[config.mk]
export PLATFORM = sky130hd
export DESIGN_NAME = smf_cell
export DESIGN_NICKNAME = d
export VERILOG_FILES = /design/src/rtl/core/smf_pkg.sv /design/src/rtl/core/smf_cell.sv
export SDC_FILE = /design/constraint.sdc
export NUM_CORES = 1
export LEC_CHECK = 0
export BUFFER_PORTS_ARGS = -buffer_cell sky130_fd_sc_hd__buf_4
export CAP_MARGIN = 25
export CORE_MARGIN = 1.5
export CORE_UTILIZATION = 38
export CTS_CLUSTER_DIAMETER = 200
export DETAILED_ROUTE_END_ITERATION = 16
export SYNTH_ARGS = -nofsm -noshare
export SYNTH_HDL_FRONTEND = slang
export SYNTH_SLANG_ARGS = --single-unit
[constraint.sdc]
create_clock -name aclk -period 8.3 [get_ports aclk]
set_input_delay 1.66 -clock aclk [delete_from_list [all_inputs] [get_ports aclk]]
set_output_delay 1.66 -clock aclk [all_outputs]
set_load 0.1 [all_outputs]
[src/rtl/core/smf_pkg.sv]
package smf_pkg;

    localparam int SW = 24;

    typedef logic signed [SW-1:0] sample_t;

    typedef enum logic [0:0] {
        CMD_PUSH = 1'b0,
        CMD_FILL = 1'b1
    } cmd_t;

    typedef struct packed {
        logic    push;
        logic    fill;
        sample_t smp;
    } ctrl_t;

endpackage

[src/rtl/core/smf_cell.sv]
module smf_cell #(
    parameter int WINDOW = 64,
    parameter int IDX    = 0
) (
    input  logic                                         aclk,
    input  logic                                         aresetn,
    input  smf_pkg::ctrl_t                               ctrl,
    input  smf_pkg::sample_t                             del_val,
    input  smf_pkg::sample_t                             prv_val,
    input  logic [((WINDOW > 1) ? $clog2(WINDOW) : 1)-1:0] prv_age,
    input  logic                                         prv_gt,
    input  smf_pkg::sample_t                             nxt_val,
    input  logic [((WINDOW > 1) ? $clog2(WINDOW) : 1)-1:0] nxt_age,
    input  logic                                         nxt_gt,
    output smf_pkg::sample_t                             val,
    output logic [((WINDOW > 1) ? $clog2(WINDOW) : 1)-1:0] age,
    output logic                                         gt,
    output logic                                         del,
    output smf_pkg::sample_t                             val_nxt
);
    import smf_pkg::*;

    localparam int AW = (WINDOW > 1) ? $clog2(WINDOW) : 1;
    localparam bit FIRST = (IDX == 0);
    localparam bit LAST  = (IDX == WINDOW - 1);
    localparam logic [AW-1:0] OLD_AGE  = AW'(WINDOW - 1);
    localparam logic [AW-1:0] FILL_AGE = AW'(WINDOW - 1 - IDX);

    sample_t         val_reg, val_next;
    logic [AW-1:0]   age_reg, age_next;
    sample_t         smp;
    logic            above;

    assign smp   = ctrl.smp;
    assign gt    = val_reg > smp;
    assign del   = age_reg == OLD_AGE;
    // equal values stay ordered oldest first, so the departing entry leads its group
    assign above = (val_reg > del_val) || ((val_reg == del_val) && !del);

    always_comb begin
        val_next = val_reg;
        age_next = age_reg;
        if (ctrl.fill) begin
            val_next = smp;
            age_next = FILL_AGE;
        end else if (ctrl.push) begin
            age_next = age_reg + AW'(1);
            if (del) begin
                if (!FIRST && prv_gt) begin
                    val_next = prv_val;
                    age_next = prv_age + AW'(1);
                end else if (!LAST && !nxt_gt) begin
                    val_next = nxt_val;
                    age_next = nxt_age + AW'(1);
                end else begin
                    val_next = smp;
                    age_next = '0;
                end
            end else if (above) begin
                if (!LAST && !nxt_gt) begin
                    val_next = nxt_val;
                    age_next = nxt_age + AW'(1);
                end else if (!gt) begin
                    val_next = smp;
                    age_next = '0;
                end
            end else begin
                if (gt) begin
                    if (FIRST || !prv_gt) begin
                        val_next = smp;
                        age_next = '0;
                    end else begin
                        val_next = prv_val;
                        age_next = prv_age + AW'(1);
                    end
                end
            end
        end
    end

    always_ff @(posedge aclk) begin
        if (!aresetn) begin
            val_reg <= '0;
            age_reg <= FILL_AGE;
        end else begin
            val_reg <= val_next;
            age_reg <= age_next;
        end
    end

    assign val     = val_reg;
    assign age     = age_reg;
    assign val_nxt = val_next;

endmodule

======== Word-level counts from Yosys, hierarchy flattened ========
Index checks and enable logic that the tools add are counted.
storage, ports and cells
  register bits ........................... 30
  input bits .............................. 114
  output and inout port bits .............. 56
  logic and storage cells ................. 27
operators by class
  $add $sub $neg .......................... 2
  order comparisons ....................... 2
  eq/ne operators ......................... 2
  muxes and demuxes ....................... 14
  bitwise gates (word level) .............. 1
  reductions and logical operators ........ 4
operator list
  kind                 count
  $mux 24              8
  $gt 24x24->1         2
  $mux 6               6
  $eq 24x24->1         1
  $add 6x1->6 const B  2
  $eq 6x6->1 const B   1
  $reduce_or 2->1      1
  $logic_and 1x1->1    1
  $logic_not 1->1      1
  $logic_or 1x1->1     1
  $not 1->1            1

======== Logic depth before layout (Yosys ltp) ========
  depth in word-level cells ............... 8
  gate-level depth with buffers ........... 12
  mapped depth without buffers ............ 11

======== Worst setup path before layout ========
Ideal clock, no wire load.
  path type ............................... input to output
  start ................................... input port ctrl[23] (netlist bit)
  end ..................................... output port val_nxt[1]
  arrival ................................. 4.517 ns
  data required time ...................... 6.640 ns
  setup slack ............................. 2.123 ns
  stages .................................. 11
  buffers on the path ..................... 0
  path through ............................ inv_1 > ha_1 > nand4_2 > nor4_4 > o211ai_1 > nand4_1 > mux2_4 > inv_6 > mux2i_1 > a211oi_1 > o21a_1
between the ends
  longest elaborated chain between the ends .. 7
  elaborated cells between the ends (all ways) .. 8
  classes of those cells .................. order compare (1); mux (7)
ends and longest elaborated chain
  item              RTL line        text
  from (decl)       smf_cell.sv:7   input smf_pkg::ctrl_t ctrl,
  $gt 24x24->1 (*)  smf_cell.sv:35  assign gt = val_reg > smp;
  net gt            smf_cell.sv:17  output logic gt,
  $mux 24           smf_cell.sv:63  end else if (!gt) begin
  $mux 24           smf_cell.sv:60  if (!LAST && !nxt_gt) begin
  $mux 24 (*)       smf_cell.sv:59  end else if (above) begin
  $mux 24 (*)       smf_cell.sv:48  if (del) begin
  $mux 24 (*)       smf_cell.sv:46  end else if (ctrl.push) begin
  $mux 24 (*)       smf_cell.sv:43  if (ctrl.fill) begin
  to (decl)         smf_cell.sv:19  output smf_pkg::sample_t val_nxt
The timed path passes the listed nets; every way through them passes the cells marked *.

======== Final worst setup path ========
  start ................................... input port del_val[19]
  end ..................................... output port val_nxt[20]
between the ends
  longest elaborated chain between the ends .. 7
  elaborated cells between the ends (all ways) .. 8
  classes of those cells .................. order compare (1); eq/ne (1); mux (4); reduce/logical (2)
ends and longest elaborated chain
  item                                                                  RTL line        text
  from (decl)                                                           smf_cell.sv:8   input smf_pkg::sample_t del_val,
  parallel branches: the longest is 2 deep, another holds $gt 24x24->1  -
  $logic_or 1x1->1 (*)                                                  smf_cell.sv:38  assign above = (val_reg > del_val) || ((val_reg == del_val) && !del);
  $mux 24 (*)                                                           smf_cell.sv:59
  $mux 24 (*)                                                           smf_cell.sv:48
  $mux 24 (*)                                                           smf_cell.sv:46
  $mux 24 (*)                                                           smf_cell.sv:43
Every way passes the cells marked *.

==> flow_summary.toml <==
[power]
ir_drop_mv = 0.112
netSwitchingPower_mw = 0.632
p_per_area_nw_per_um2 = 196
leakagePower_nw = 2.73
p_int_mw = 0.488
combPwrFrac_pct = 65.9
p_clk_share_pct = 17.3
seqPwrFrac_pct = 16.8
switching_share_pct = 56.4

[floorplan]
die_h_um = 112
fp.dieArea_um2 = 12400
ioPinCount = 170
initial_core_util_pct = 39.1
core_area_um2 = 11500
fp-row-count = 39
dieWidth_um = 112

[synth]
synth-seq-cells = 30
synth_edf_count = 0
synthAdderAreaFrac_pct = 14.0
syn_inst = 643
synthArstFlopShare_pct = 0
seq_area_frac_synth_pct = 13.4
syn_area_per_cell_um2 = 6.97
synth_mux_area_share_pct = 3.16
synth_ff_type = "dfxtp_1"
synthXorXnorAreaFrac_pct = 0.782
post-synth-top-area-fraction_pct = 14.0
synthSimpleGateAreaFrac_pct = 24.6
netlist_top_cells_area = "ha_1, dfxtp_1, a21oi_1"
mappedNetlistNets = 807
synth_compound_area_share_pct = 35.3
ys_types = 61
yosysWarnings = 0
synth_top_family_by_area = "compound AO/OA/AOI/OAI gates"
syn_area_um2 = 4480
yosys.area.top_type = "ha_1"

[cells_and_area]
design_area_um2 = 5700
syn_to_final_growth_pct = 27.3
diodes = 0
multi_input_area_um2 = 3490
largest_reg_flops = 24
final-seq-area_um2 = 601
drive_gt1_share_pct = 25.3
finish.utilization_pct = 49.7
fillers = 1142
fin_nets = 918

[timing]
worst_pin_slew_ns = 1.07
slew_viol_final = 0
relSlewSlack_pct = 28.8
finalSetupViolations = 0
hold_ws_ns = 0.551
totalNegativeSetupSlack_ns = 0
worst_clock_skew_ns = 0.00569
hold_viol_final = 0
min_period_ns = 6.92
max_freq_mhz = 145
finalCritPeriodShare_pct = 83.4
rsz0062_at_grt = "no"
setup_ws_ns = 1.38

[placement]
gp_congestion = 0.828
place_area_um2 = 5550
dpl_worst_slack_ns = 1.39
portBuffers = 138
dp_hpwl_um = 10900

[global_routing]
grt_max_degree = 70
grt_pass1_wl_um = 25200
antenna_found_initial = 0
grt_pass1_vias = 5153
overflow = 0
track_usage_pct = 24.4

[clock_tree]
post_cts_buffers = 0
clock_latency_ns = 0.28
cts-resized-gates = 0
clock-sinks = 30
ctsRootBufferMaster = "clkbuf_16"
numCtsBuffers = 5
cts_tree = "yes"
clkTransAtPathRegs_ns = 0.06
htree_levels = 2
ctsLongestPathBuffers = 2
cts_hold_buf = 0

[setup_path]
startpoint_type = "primary input"
worst-endpoint-required_ns = 6.64
arrival_ns = 5.26
path_max_fanout = 12
worst-setup-path-type = "primary input to output pin"
cp-end-kind = "output pin"

[route]
wire_per_inst_um = 17.3
via_per_inst = 5.89
drt_pass1_iterations = 4
final_antenna_net_count = 0
drtIter0Drc = 261
wirelength_um = 15600
drc_errors = 0
vias = 5292

[run]
drv_cap = 0

[outcome]
status = "finished, final reports clean"

[min_path]
hold_class = "flop to flop"
-- worst paths after layout --
check / depth (start not counted) / to / slack (ns) / from
worst max-delay path: 13 / val_nxt[20] / 1.38 / del_val[19]
worst min-delay path: 2 / age[5] / 0.55 / age[5]
worst max register to register: 10 / val[14] / 4.64 / val[19]
worst min register to register: 2 / age[5] / 0.55 / age[5]
-- per-layer routing --
layer / wire [um] / vias to the layer above / share of wire (%) / global-route usage, %
met3: 1220 / 18 / 7.8 / 4.57
met4: 174 / 0 / 1.1 / 7.26
met2: 7370 / 222 / 47 / 41.6
li1: - / 2577 / - / -
met5: 0 / - / 0 / 0
met1: 6810 / 2475 / 44 / 31.5
-- Yosys cell counts, types with 20 or more instances --
library cell	number
a21oi_1	88
a221o_1	20
a31o_2	22
and2_1	22
clkbuf_1	25
dfxtp_1	30
ha_1	50
inv_1	56
nand2_1	65
nand3_1	31
nor2_1	33
nor2b_1	20
o21ai_0	34
o21bai_1	22
o22ai_1	22
-- worst max-delay path: stages --
cell	delay, ns
buf_4	0.08
inv_1	0.03
ha_1	0.30
nand4_1	0.24
nor4_1	0.60
nand4_1	0.21
and4_2	0.28
nor3_2	0.71
buf_4	0.36
a21oi_1	0.11
and2b_1	0.24
a221o_1	0.13
buf_4	0.29
-- cell type report --
class	instances	share of cell area (%)
multi-input combinational	518	61.1
timing repair buffer	142	18.7
sequential	30	10.5
inverter	57	3.84
tap	143	3.14
clock buffer	6	2.44
clock inverter	2	0.219
-- power groups by stage --
stage / clock, mW / sequential (mW) / combinational [mW]
after floorplan: 0 / 0.299 / 0.449
after global placement: 0 / 0.191 / 0.725
after detailed placement: 0 / 0.192 / 0.731
after CTS: 0.196 / 0.188 / 0.735
after global routing: 0.203 / 0.193 / 0.783
final: 0.194 / 0.189 / 0.738
-- cells by family after synthesis --
kind of cell,after synthesis
buffers and inverters,95
flip-flops,30
multiplexers,11
AND/OR/NAND/NOR,212
XOR/XNOR,4
AO/OA/AOI/OAI,241
adder cells (fa/ha/maj),50
-- layout by cell type, fill, tap and decap left out, types with 3 or more instances in the layout --
master and instances:
a211oi_1 3, a21oi_1 88, a221o_1 20, a31o_2 22, and2_1 22, and2b_1 4
buf_4 142, clkbuf_16 5, dfxtp_1 30, ha_1 50, inv_1 56, mux2i_1 6
nand2_1 65, nand3_1 31, nand4_1 12, nor2_1 33, nor2b_1 20, nor3_1 4
nor4_1 3, o211a_1 3, o21a_1 3, o21ai_0 34, o21bai_1 22, o22ai_1 22
xnor2_1 4
-- metrics by stage --
step	power, mW	instances
2_1_floorplan	0.749	643
5_1_grt	1.18	898
3_3_place_gp	0.916	890
3_5_place_dp	0.923	890
6_report	1.12	898
4_1_cts	1.12	898
Note: power is estimated with default switching activity, not from simulation.
