## src/rtl/core/smf_pkg.sv

```systemverilog
package smf_pkg;

    localparam int SW = 24;

    typedef logic signed [SW-1:0] sample_t;

    typedef enum logic [0:0] {
        CMD_PUSH = 1'b0,
        CMD_FILL = 1'b1
    } cmd_t;

    typedef struct packed {
        logic    push;
        logic    fill;
        sample_t smp;
    } ctrl_t;

endpackage

```

## src/rtl/core/smf_out.sv

```systemverilog
module smf_out (
    input  logic             aclk,
    input  logic             aresetn,
    input  logic             load,
    input  smf_pkg::sample_t lo,
    input  smf_pkg::sample_t hi,
    input  logic             m_ready,
    output logic             m_valid,
    output smf_pkg::sample_t m_median
);
    import smf_pkg::*;

    logic signed [SW:0] sum;
    sample_t            median_reg, median_next;
    logic               valid_reg, valid_next;

    // floor of the mean; equals lo when both middle taps are the same cell
    assign sum         = {lo[SW-1], lo} + {hi[SW-1], hi};
    assign median_next = load ? sample_t'(sum[SW:1]) : median_reg;
    assign valid_next  = load || (valid_reg && !m_ready);

    always_ff @(posedge aclk) begin
        if (!aresetn) begin
            valid_reg <= 1'b0;
        end else begin
            valid_reg <= valid_next;
        end
    end

    always_ff @(posedge aclk) begin
        median_reg <= median_next;
    end

    assign m_valid  = valid_reg;
    assign m_median = median_reg;

endmodule

```

## config.mk

```make
export PLATFORM = sky130hd
export DESIGN_NAME = smf_out
export DESIGN_NICKNAME = d
export VERILOG_FILES = /design/src/rtl/core/smf_pkg.sv /design/src/rtl/core/smf_out.sv
export SDC_FILE = /design/constraint.sdc
export NUM_CORES = 1
export LEC_CHECK = 0
export BUFFER_PORTS_ARGS = -buffer_cell sky130_fd_sc_hd__buf_2
export CORE_MARGIN = 1
export CORE_UTILIZATION = 50
export CTS_BUF_LIST = sky130_fd_sc_hd__clkbuf_16
export DETAILED_ROUTE_END_ITERATION = 16
export PLACE_DENSITY_LB_ADDON = 0.3
export SYNTH_ARGS = -nofsm -noshare
export SYNTH_HDL_FRONTEND = slang
export SYNTH_SLANG_ARGS = --single-unit
```

## constraint.sdc

```tcl
create_clock -name aclk -period 4.5 [get_ports aclk]
set_clock_uncertainty 0.1 [all_clocks]
set_input_delay 0 -clock aclk [delete_from_list [all_inputs] [get_ports aclk]]
set_output_delay 0 -clock aclk [all_outputs]
set_load 0.01 [all_outputs]
```

======== Word level (Yosys, flattened, before mapping) ========
Index checks and enable logic that the tools add are counted.
storage, ports and cells
  flip-flop bits (word level) ............. 25
cells by class
  add/subtract/negate cells ............... 1
  reduce and logical (&&, ||, !) cells .... 3
operators by type and width
  kind                     number
  adder 24 x 24 -> 25 bit  1
  logical AND 1 bit        1
  zero test 1 bit          1
  logical OR 1 bit         1

======== Depth between registers and ports, before layout ========
Gate-level depths: netlist of the first run.
  depth after elaboration ................. 3
  depth in mapped cells ................... 9
  depth with buffers taken out ............ 9

======== Worst setup path after synthesis of the first run ========
Ideal clock, no wire load.
  path kind ............................... input -> register
  from .................................... in lo[0]
  to ...................................... reg median_reg[19], in the netlist m_median[19] (data pin)
  library setup time ...................... 0.259 ns
  arrival time ............................ 1.644 ns
  required time ........................... 4.141 ns
  slack ................................... 2.498 ns
  stages .................................. 9
  cells stage by stage .................... and2_1 -> fa_1 -> a21oi_1 -> o211ai_1 -> nand4_1 -> a31oi_1 -> a21oi_2 -> nor3_1 -> a211o_1
on the way
  longest elaborated chain between the ends .. 1
RTL lines
  what                     line           text
  start: declaration       smf_out.sv:5   input smf_pkg::sample_t lo,
  adder 24 x 24 -> 25 bit  smf_out.sv:18  assign sum = {lo[SW-1], lo} + {hi[SW-1], hi};
  net sum[20]              smf_out.sv:13  logic signed [SW:0] sum;
  end signal: assignment   smf_out.sv:31  median_reg <= median_next;
  end: declaration         smf_out.sv:14  sample_t median_reg, median_next;
The timed path passes the listed nets, and every way through them passes these cells.
A chain may end at the register's enable or synchronous reset.

======== Final worst setup path of the first run ========
Same ends and word-level chain as after synthesis.

==> results.cfg, run 1 <==
[outcome]
status = completed

[cts]
clock_sinks = 25
max-clock-path-buffers = 2
tritoncts = yes
insertion_delay_ps = 260
cts_buffers = 3
post_cts_resized = 0
post_cts.repair.setup_buffers = 0
h-tree-depth = 1
ctsHoldBuffers = 2
root_buffer = clkbuf_16
path_clk_slew_ps = 60

[pwr]
irDropWorstVdd_mv = 0.1526
powerDensity_nw_per_um2 = 312.8
p_leak_uw = 0.001152

[final_layout]
fin_area_sq_um = 2469
drive_above_1_share = 0.3434
areaGrowthSynthToFinish_pct = 26.64
antenna_cells = 0
nets = 342

[timing]
setup_viol = 0
fmax_mhz = 484.0
rsz0062_at_grt = false
worst-slew-pin-transition_ps = 532.3
layout_min_cycle_time_ps = 2066
slew_headroom = 0.6452
maxSlewViolCount = 0
final_hold_viol_count = 0
finalCritPeriodShare = 0.4591
tns_ps = 0

[worst_setup_path]
cp.required_ps = 4410
timing.critical_path.buf_inv = 1
endpoint_kind = flip-flop
cp_slowest_stage_delay_ps = 400
slowest_stage = fa_1
path_cells = buf_2, and2_1, fa_1, a21oi_1, o211ai_1, nand4_1, a31oi_1, a21oi_2, nor3_1, a211o_1
path_delay_family = compound AO/OA/AOI/OAI gates
crit_path_start_kind = primary input
cp.arrival_ps = 1980
crit_fanout = 4
path_class = primary input to flip-flop

[drt]
routed_wl_um = 4110
viasPerCell = 5.585
ant_nets = 0
num_vias = 1748
drc = 0
detailedRoute.firstIterationViolations = 99
drtPass1Iterations = 4
post_drt_wl_per_cell_um = 13.13

[die]
core_sq_um = 3689
dieArea_sq_um = 4153
rows = 22
io_pins = 77
die-height_um = 64.44
start_util = 0.5285
die_w_um = 64.44

[logic_synthesis]
postSynthCellCount = 186
synth_common_cells = edfxtp_1 (24), ha_1 (23), a21oi_1 (21)
synth_edf_count = 24
yosys.cell_types.count = 47
ys_seq_area_frac = 0.3800
synth_ff_type = edfxtp_1
synth_top_area_share = 0.3697
synth_nets = 262
yosysMostFrequentCell = edfxtp_1
ys.warnings.count = 0
avgSynthCellArea_sq_um = 10.48
synth_top_area_cell = edfxtp_1
synth_area_leaders = edfxtp_1 (37%), ha_1 (15%), a21oi_1 (5.4%)
syn_area_sq_um = 1949
ys_seq_elements = 25
postSynth.asyncResetShare = 0

[hold_path]
hold_class = primary input to flip-flop

[place]
placed_area_sq_um = 2370
placement.io_buffers = 76
dp_hpwl_um = 3441
gp_congestion = 0.7984

[job]
cap_violations = 0

[global_routing]
use_met1 = 0.2514
grt_pass1_wl_um = 6603
antenna_found_initial = 0
use_met2 = 0.3671
grtUsageMet3 = 0.01232
track_usage = 0.2029
grt.busiest_layer = met2
grt_max_degree = 26
grt_overflow = 0
grt_pass1_vias = 1583
-- state kept, by name, summed over array words and instances (netlist names) --
signal    flops
m_valid       1
m_median     24
-- report_power, final --
| group | switching, uW | internal, uW | total (uW) |
|---|---|---|---|
| logic | 146 | 121 | 267 |
| registers | 9.06 | 305 | 314 |
| clock network | 72.5 | 119 | 191 |
| total | 227 | 545 | 772 |
-- worst paths after layout --
path         slack, ps  cells after the start  startpoint           end
max               2430                     10       lo[0]  m_median[19]
min                 30                      2       hi[1]   m_median[0]
max reg2reg       3170                      3     m_valid       m_valid
min reg2reg       1010                      3     m_valid       m_valid
-- placed cells by master, fill, tap and decap left out, types with 2 or more instances in the layout --
| cell type | instances |
|---|---|
| xnor2_1 | 12 |
| ha_1 | 23 |
| buf_2 | 76 |
| o21bai_1 | 2 |
| a21oi_1 | 21 |
| o21ai_0 | 5 |
| and3_1 | 4 |
| a31oi_1 | 5 |
| clkbuf_16 | 3 |
| nand2_1 | 14 |
| dlygate4sd3_1 | 2 |
| edfxtp_1 | 24 |
| and2_1 | 3 |
| o21ai_2 | 2 |
| nor2b_1 | 2 |
| a21oi_2 | 3 |
| a21o_1 | 8 |
| nand3_1 | 5 |
| xor2_1 | 8 |
| nor3_1 | 3 |
| o22ai_1 | 2 |
| o21a_1 | 4 |
| inv_1 | 8 |
| nand4_1 | 3 |
-- cell type report --
type | instances | area, sq um
flip-flops and latches | 25 | 740.7
repair buffers | 78 | 400.4
inverters | 7 | 26.28
well taps | 48 | 60.06
multi-input cells | 151 | 1162
clock inverters | 1 | 3.754
fillers | 303 | 1220
clock buffers | 3 | 75.07
-- logic make-up after synthesis --
logic type	Yosys count	share of synthesized area
flip-flops	25	0.3800
AO/OA/AOI/OAI	65	0.2317
AND/OR/NAND/NOR	41	0.1117
buffers and inverters	10	0.02375
adder cells (fa/ha/maj)	24	0.1579
multiplexers	1	0.005135
XOR/XNOR	20	0.08986
-- per-layer routing --
layer | vias up | routed length, um
li1 | 882 | -
met1 | 806 | 1831
met2 | 55 | 2036
met3 | 5 | 183
met4 | 0 | 59
met5 | - | 0
-- metrics by stage --
step           power, uW  utilization  setup WS (ps)  hold slack [ps]  cells
2_1_floorplan      492.7            -           2498            12.50    186
3_3_place_gp       576.2       0.6425           2265            105.7    307
3_5_place_dp       584.5       0.6425           2175            109.4    307
4_1_cts            776.3       0.6693           2436            34.15    313
5_1_grt            816.2       0.6693           2264            39.81    313
6_report           772.3       0.6693           2434            28.22    313
No activity file was read; power rests on OpenSTA's default activity.
==> inputs of run 2 (changes only) <==
--- a/config.mk
+++ b/config.mk
@@ -7,7 +7,7 @@
 export LEC_CHECK = 0
 export BUFFER_PORTS_ARGS = -buffer_cell sky130_fd_sc_hd__buf_2
 export CORE_MARGIN = 1
-export CORE_UTILIZATION = 50
+export CORE_UTILIZATION = 44
 export CTS_BUF_LIST = sky130_fd_sc_hd__clkbuf_16
 export DETAILED_ROUTE_END_ITERATION = 16
 export PLACE_DENSITY_LB_ADDON = 0.3
==> constraint.sdc (replaced) <==
create_clock -name aclk -period 1.9 [get_ports aclk]
set_clock_uncertainty 0.1 [all_clocks]
set_input_delay 0 -clock aclk [delete_from_list [all_inputs] [get_ports aclk]]
set_output_delay 0 -clock aclk [all_outputs]
set_load 0.01 [all_outputs]
==> results.cfg, run 2 (synthesis gave the netlist of run 1 again) <==
[final_layout]
final_common_cell = buf_2
nets = 385
antenna_cells = 0
nFillCells = 314
final_cell_mix = buf_2 (74), buf_4 (43), edfxtp_1 (24)
largest_reg_flops = 24
final_core_util = 0.6975
fin_area_sq_um = 2870
areaGrowthSynthToFinish_pct = 47.24
drive_above_1_share = 0.4773
final_cells = 358

[drt]
wl_met2_um = 2554
ant_nets = 0
num_vias = 1955
post_drt_wl_per_cell_um = 14.02
routed_wl_um = 5019
wl_met3_um = 284
drtPass1Iterations = 4
drc = 0
wl_met1_um = 2086
viasPerCell = 5.461
dr.max_layer_used = met4
detailedRoute.firstIterationViolations = 88

[job]
cap_violations = 0

[outcome]
status = completed

[die]
die-height_um = 68.56
io_pins = 77
core_sq_um = 4115
start_util = 0.4737
rows = 23
die_w_um = 68.56
dieArea_sq_um = 4700

[place]
placed_area_sq_um = 2696
dp_slack_ps = -276.4
placed_cells = 349
placement.io_buffers = 76
gp_congestion = 0.8997
dp_hpwl_um = 3979

[pwr]
powerDensity_nw_per_um2 = 697.3
combPwrFrac = 0.396
p_switching_uw = 595.3
irDropWorstVdd_mv = 0.3544
power.internal_uw = 1406
p_leak_uw = 0.001368
seqPwrFrac = 0.373
switching_share = 0.2974
clkPwrFrac = 0.231

[worst_setup_path]
cp.arrival_ps = 1720
slowest_stage = a221o_2
r2r_end = m_valid
path_cells = buf_2, ha_2, a21oi_2, and2b_1, a32oi_2, a221o_2, a21oi_4, o21ai_2, xor2_1
endpoint_kind = flip-flop
cp.required_ps = 1810
crit_fanout = 5
r2r_cells = 3
path_class = primary input to flip-flop
cp_slowest_stage_delay_ps = 410
crit_path_start_kind = primary input
regToRegStartpoint = m_valid
reg2reg_setup_slack_ps = 570

[global_routing]
track_usage = 0.2176
grt_max_degree = 26
antenna_found_initial = 0
grt_overflow = 0
grt_pass1_vias = 1800
grt_pass1_wl_um = 7624

[hold_path]
whs_path_depth = 2
hold_class = primary input to flip-flop
hold_end = m_median[0]
hp-start = hi[1]

[cts]
path_clk_slew_ps = 60
tritoncts = yes
insertion_delay_ps = 260
h-tree-depth = 1
max-clock-path-buffers = 2
clock_sinks = 25
root_buffer = clkbuf_16
cts_buffers = 3

[timing]
setup_viol = 0
maxSlewViolCount = 0
finalCritPeriodShare = 0.9544
slew_headroom = 0.6379
setup_ws_ps = 86.65
rsz0062_at_grt = true
worst-slew-pin-transition_ps = 543.1
fmax_mhz = 551.5
final_hold_viol_count = 0
layout_min_cycle_time_ps = 1813
timing.hold.ws_ps = 69.04
[run 2: changes by cell type in the layout (fill, tap and decap cells not counted), moves of 2 or more]
cell | previous run | this run
ha_4 | 0 | 2
buf_2 | 76 | 74
ha_2 | 0 | 2
a21oi_1 | 21 | 17
buf_6 | 0 | 2
buf_4 | 0 | 43
a21oi_2 | 3 | 7
ha_1 | 23 | 19
[run 2: worst max-delay path by stage]
stage,startpoint,endpoint,slack [ps],cells after the start
after floorplan,lo[2],m_median[20],6,8
after global placement,lo[0],m_median[21],-210,10
after detailed placement,lo[0],m_median[21],-280,10
after CTS,lo[2],m_median[20],4,9
after global routing,lo[8],m_median[20],0.9,9
final,lo[8],m_median[20],90,9
[run 2: cell type report]
class,count,area (sq um),area share
Clock buffer,3,75.07,0.02616
Multi-Input combinational cell,151,1225,0.4268
Inverter,7,26.28,0.009154
Clock inverter,1,5.005,0.001744
Tap cell,50,62.56,0.02180
Sequential cell,25,740.7,0.2581
Timing Repair Buffer,121,735.7,0.2563
[run 2: metal layers]
metal,vias up,GRT usage
li1,958,-
met1,910,0.2606
met5,-,0
met3,9,0.02632
met2,78,0.3873
met4,0,0.09635
[run 2: power by group through the flow]
| stage | clock network (uW) | logic [uW] | registers (uW) |
|---|---|---|---|
| 2_1_floorplan | 0 | 367 | 806 |
| 3_3_place_gp | 0 | 732 | 752 |
| 3_5_place_dp | 0 | 752 | 758 |
| 4_1_cts | 472 | 763 | 747 |
| 5_1_grt | 490 | 871 | 755 |
| 6_report | 463 | 792 | 746 |
[run 2: stage by stage]
| stage | power [uW] | TNS (ps) |
|---|---|---|
| 2_1_floorplan | 1173 | 0 |
| 3_3_place_gp | 1485 | -1147 |
| 3_5_place_dp | 1511 | -2000 |
| 4_1_cts | 1982 | 0 |
| 5_1_grt | 2116 | 0 |
| 6_report | 2001 | 0 |
[run 2: critical path, delay by kind of cell]
kind | cells | cell delay (ps)
AO/OA/AOI/OAI | 5 | 1010
buffers and inverters | 1 | 100
AND/OR/NAND/NOR | 1 | 160
adder cells (fa/ha/maj) | 1 | 310
XOR/XNOR | 1 | 150
[run 2: timing repair]
action,in CTS,in global routing
hold endpoints to repair,1,0
gates resized for setup,1,10
hold buffers,2,0
setup buffers,0,3
setup endpoints to repair,1,5
pin swaps,0,2
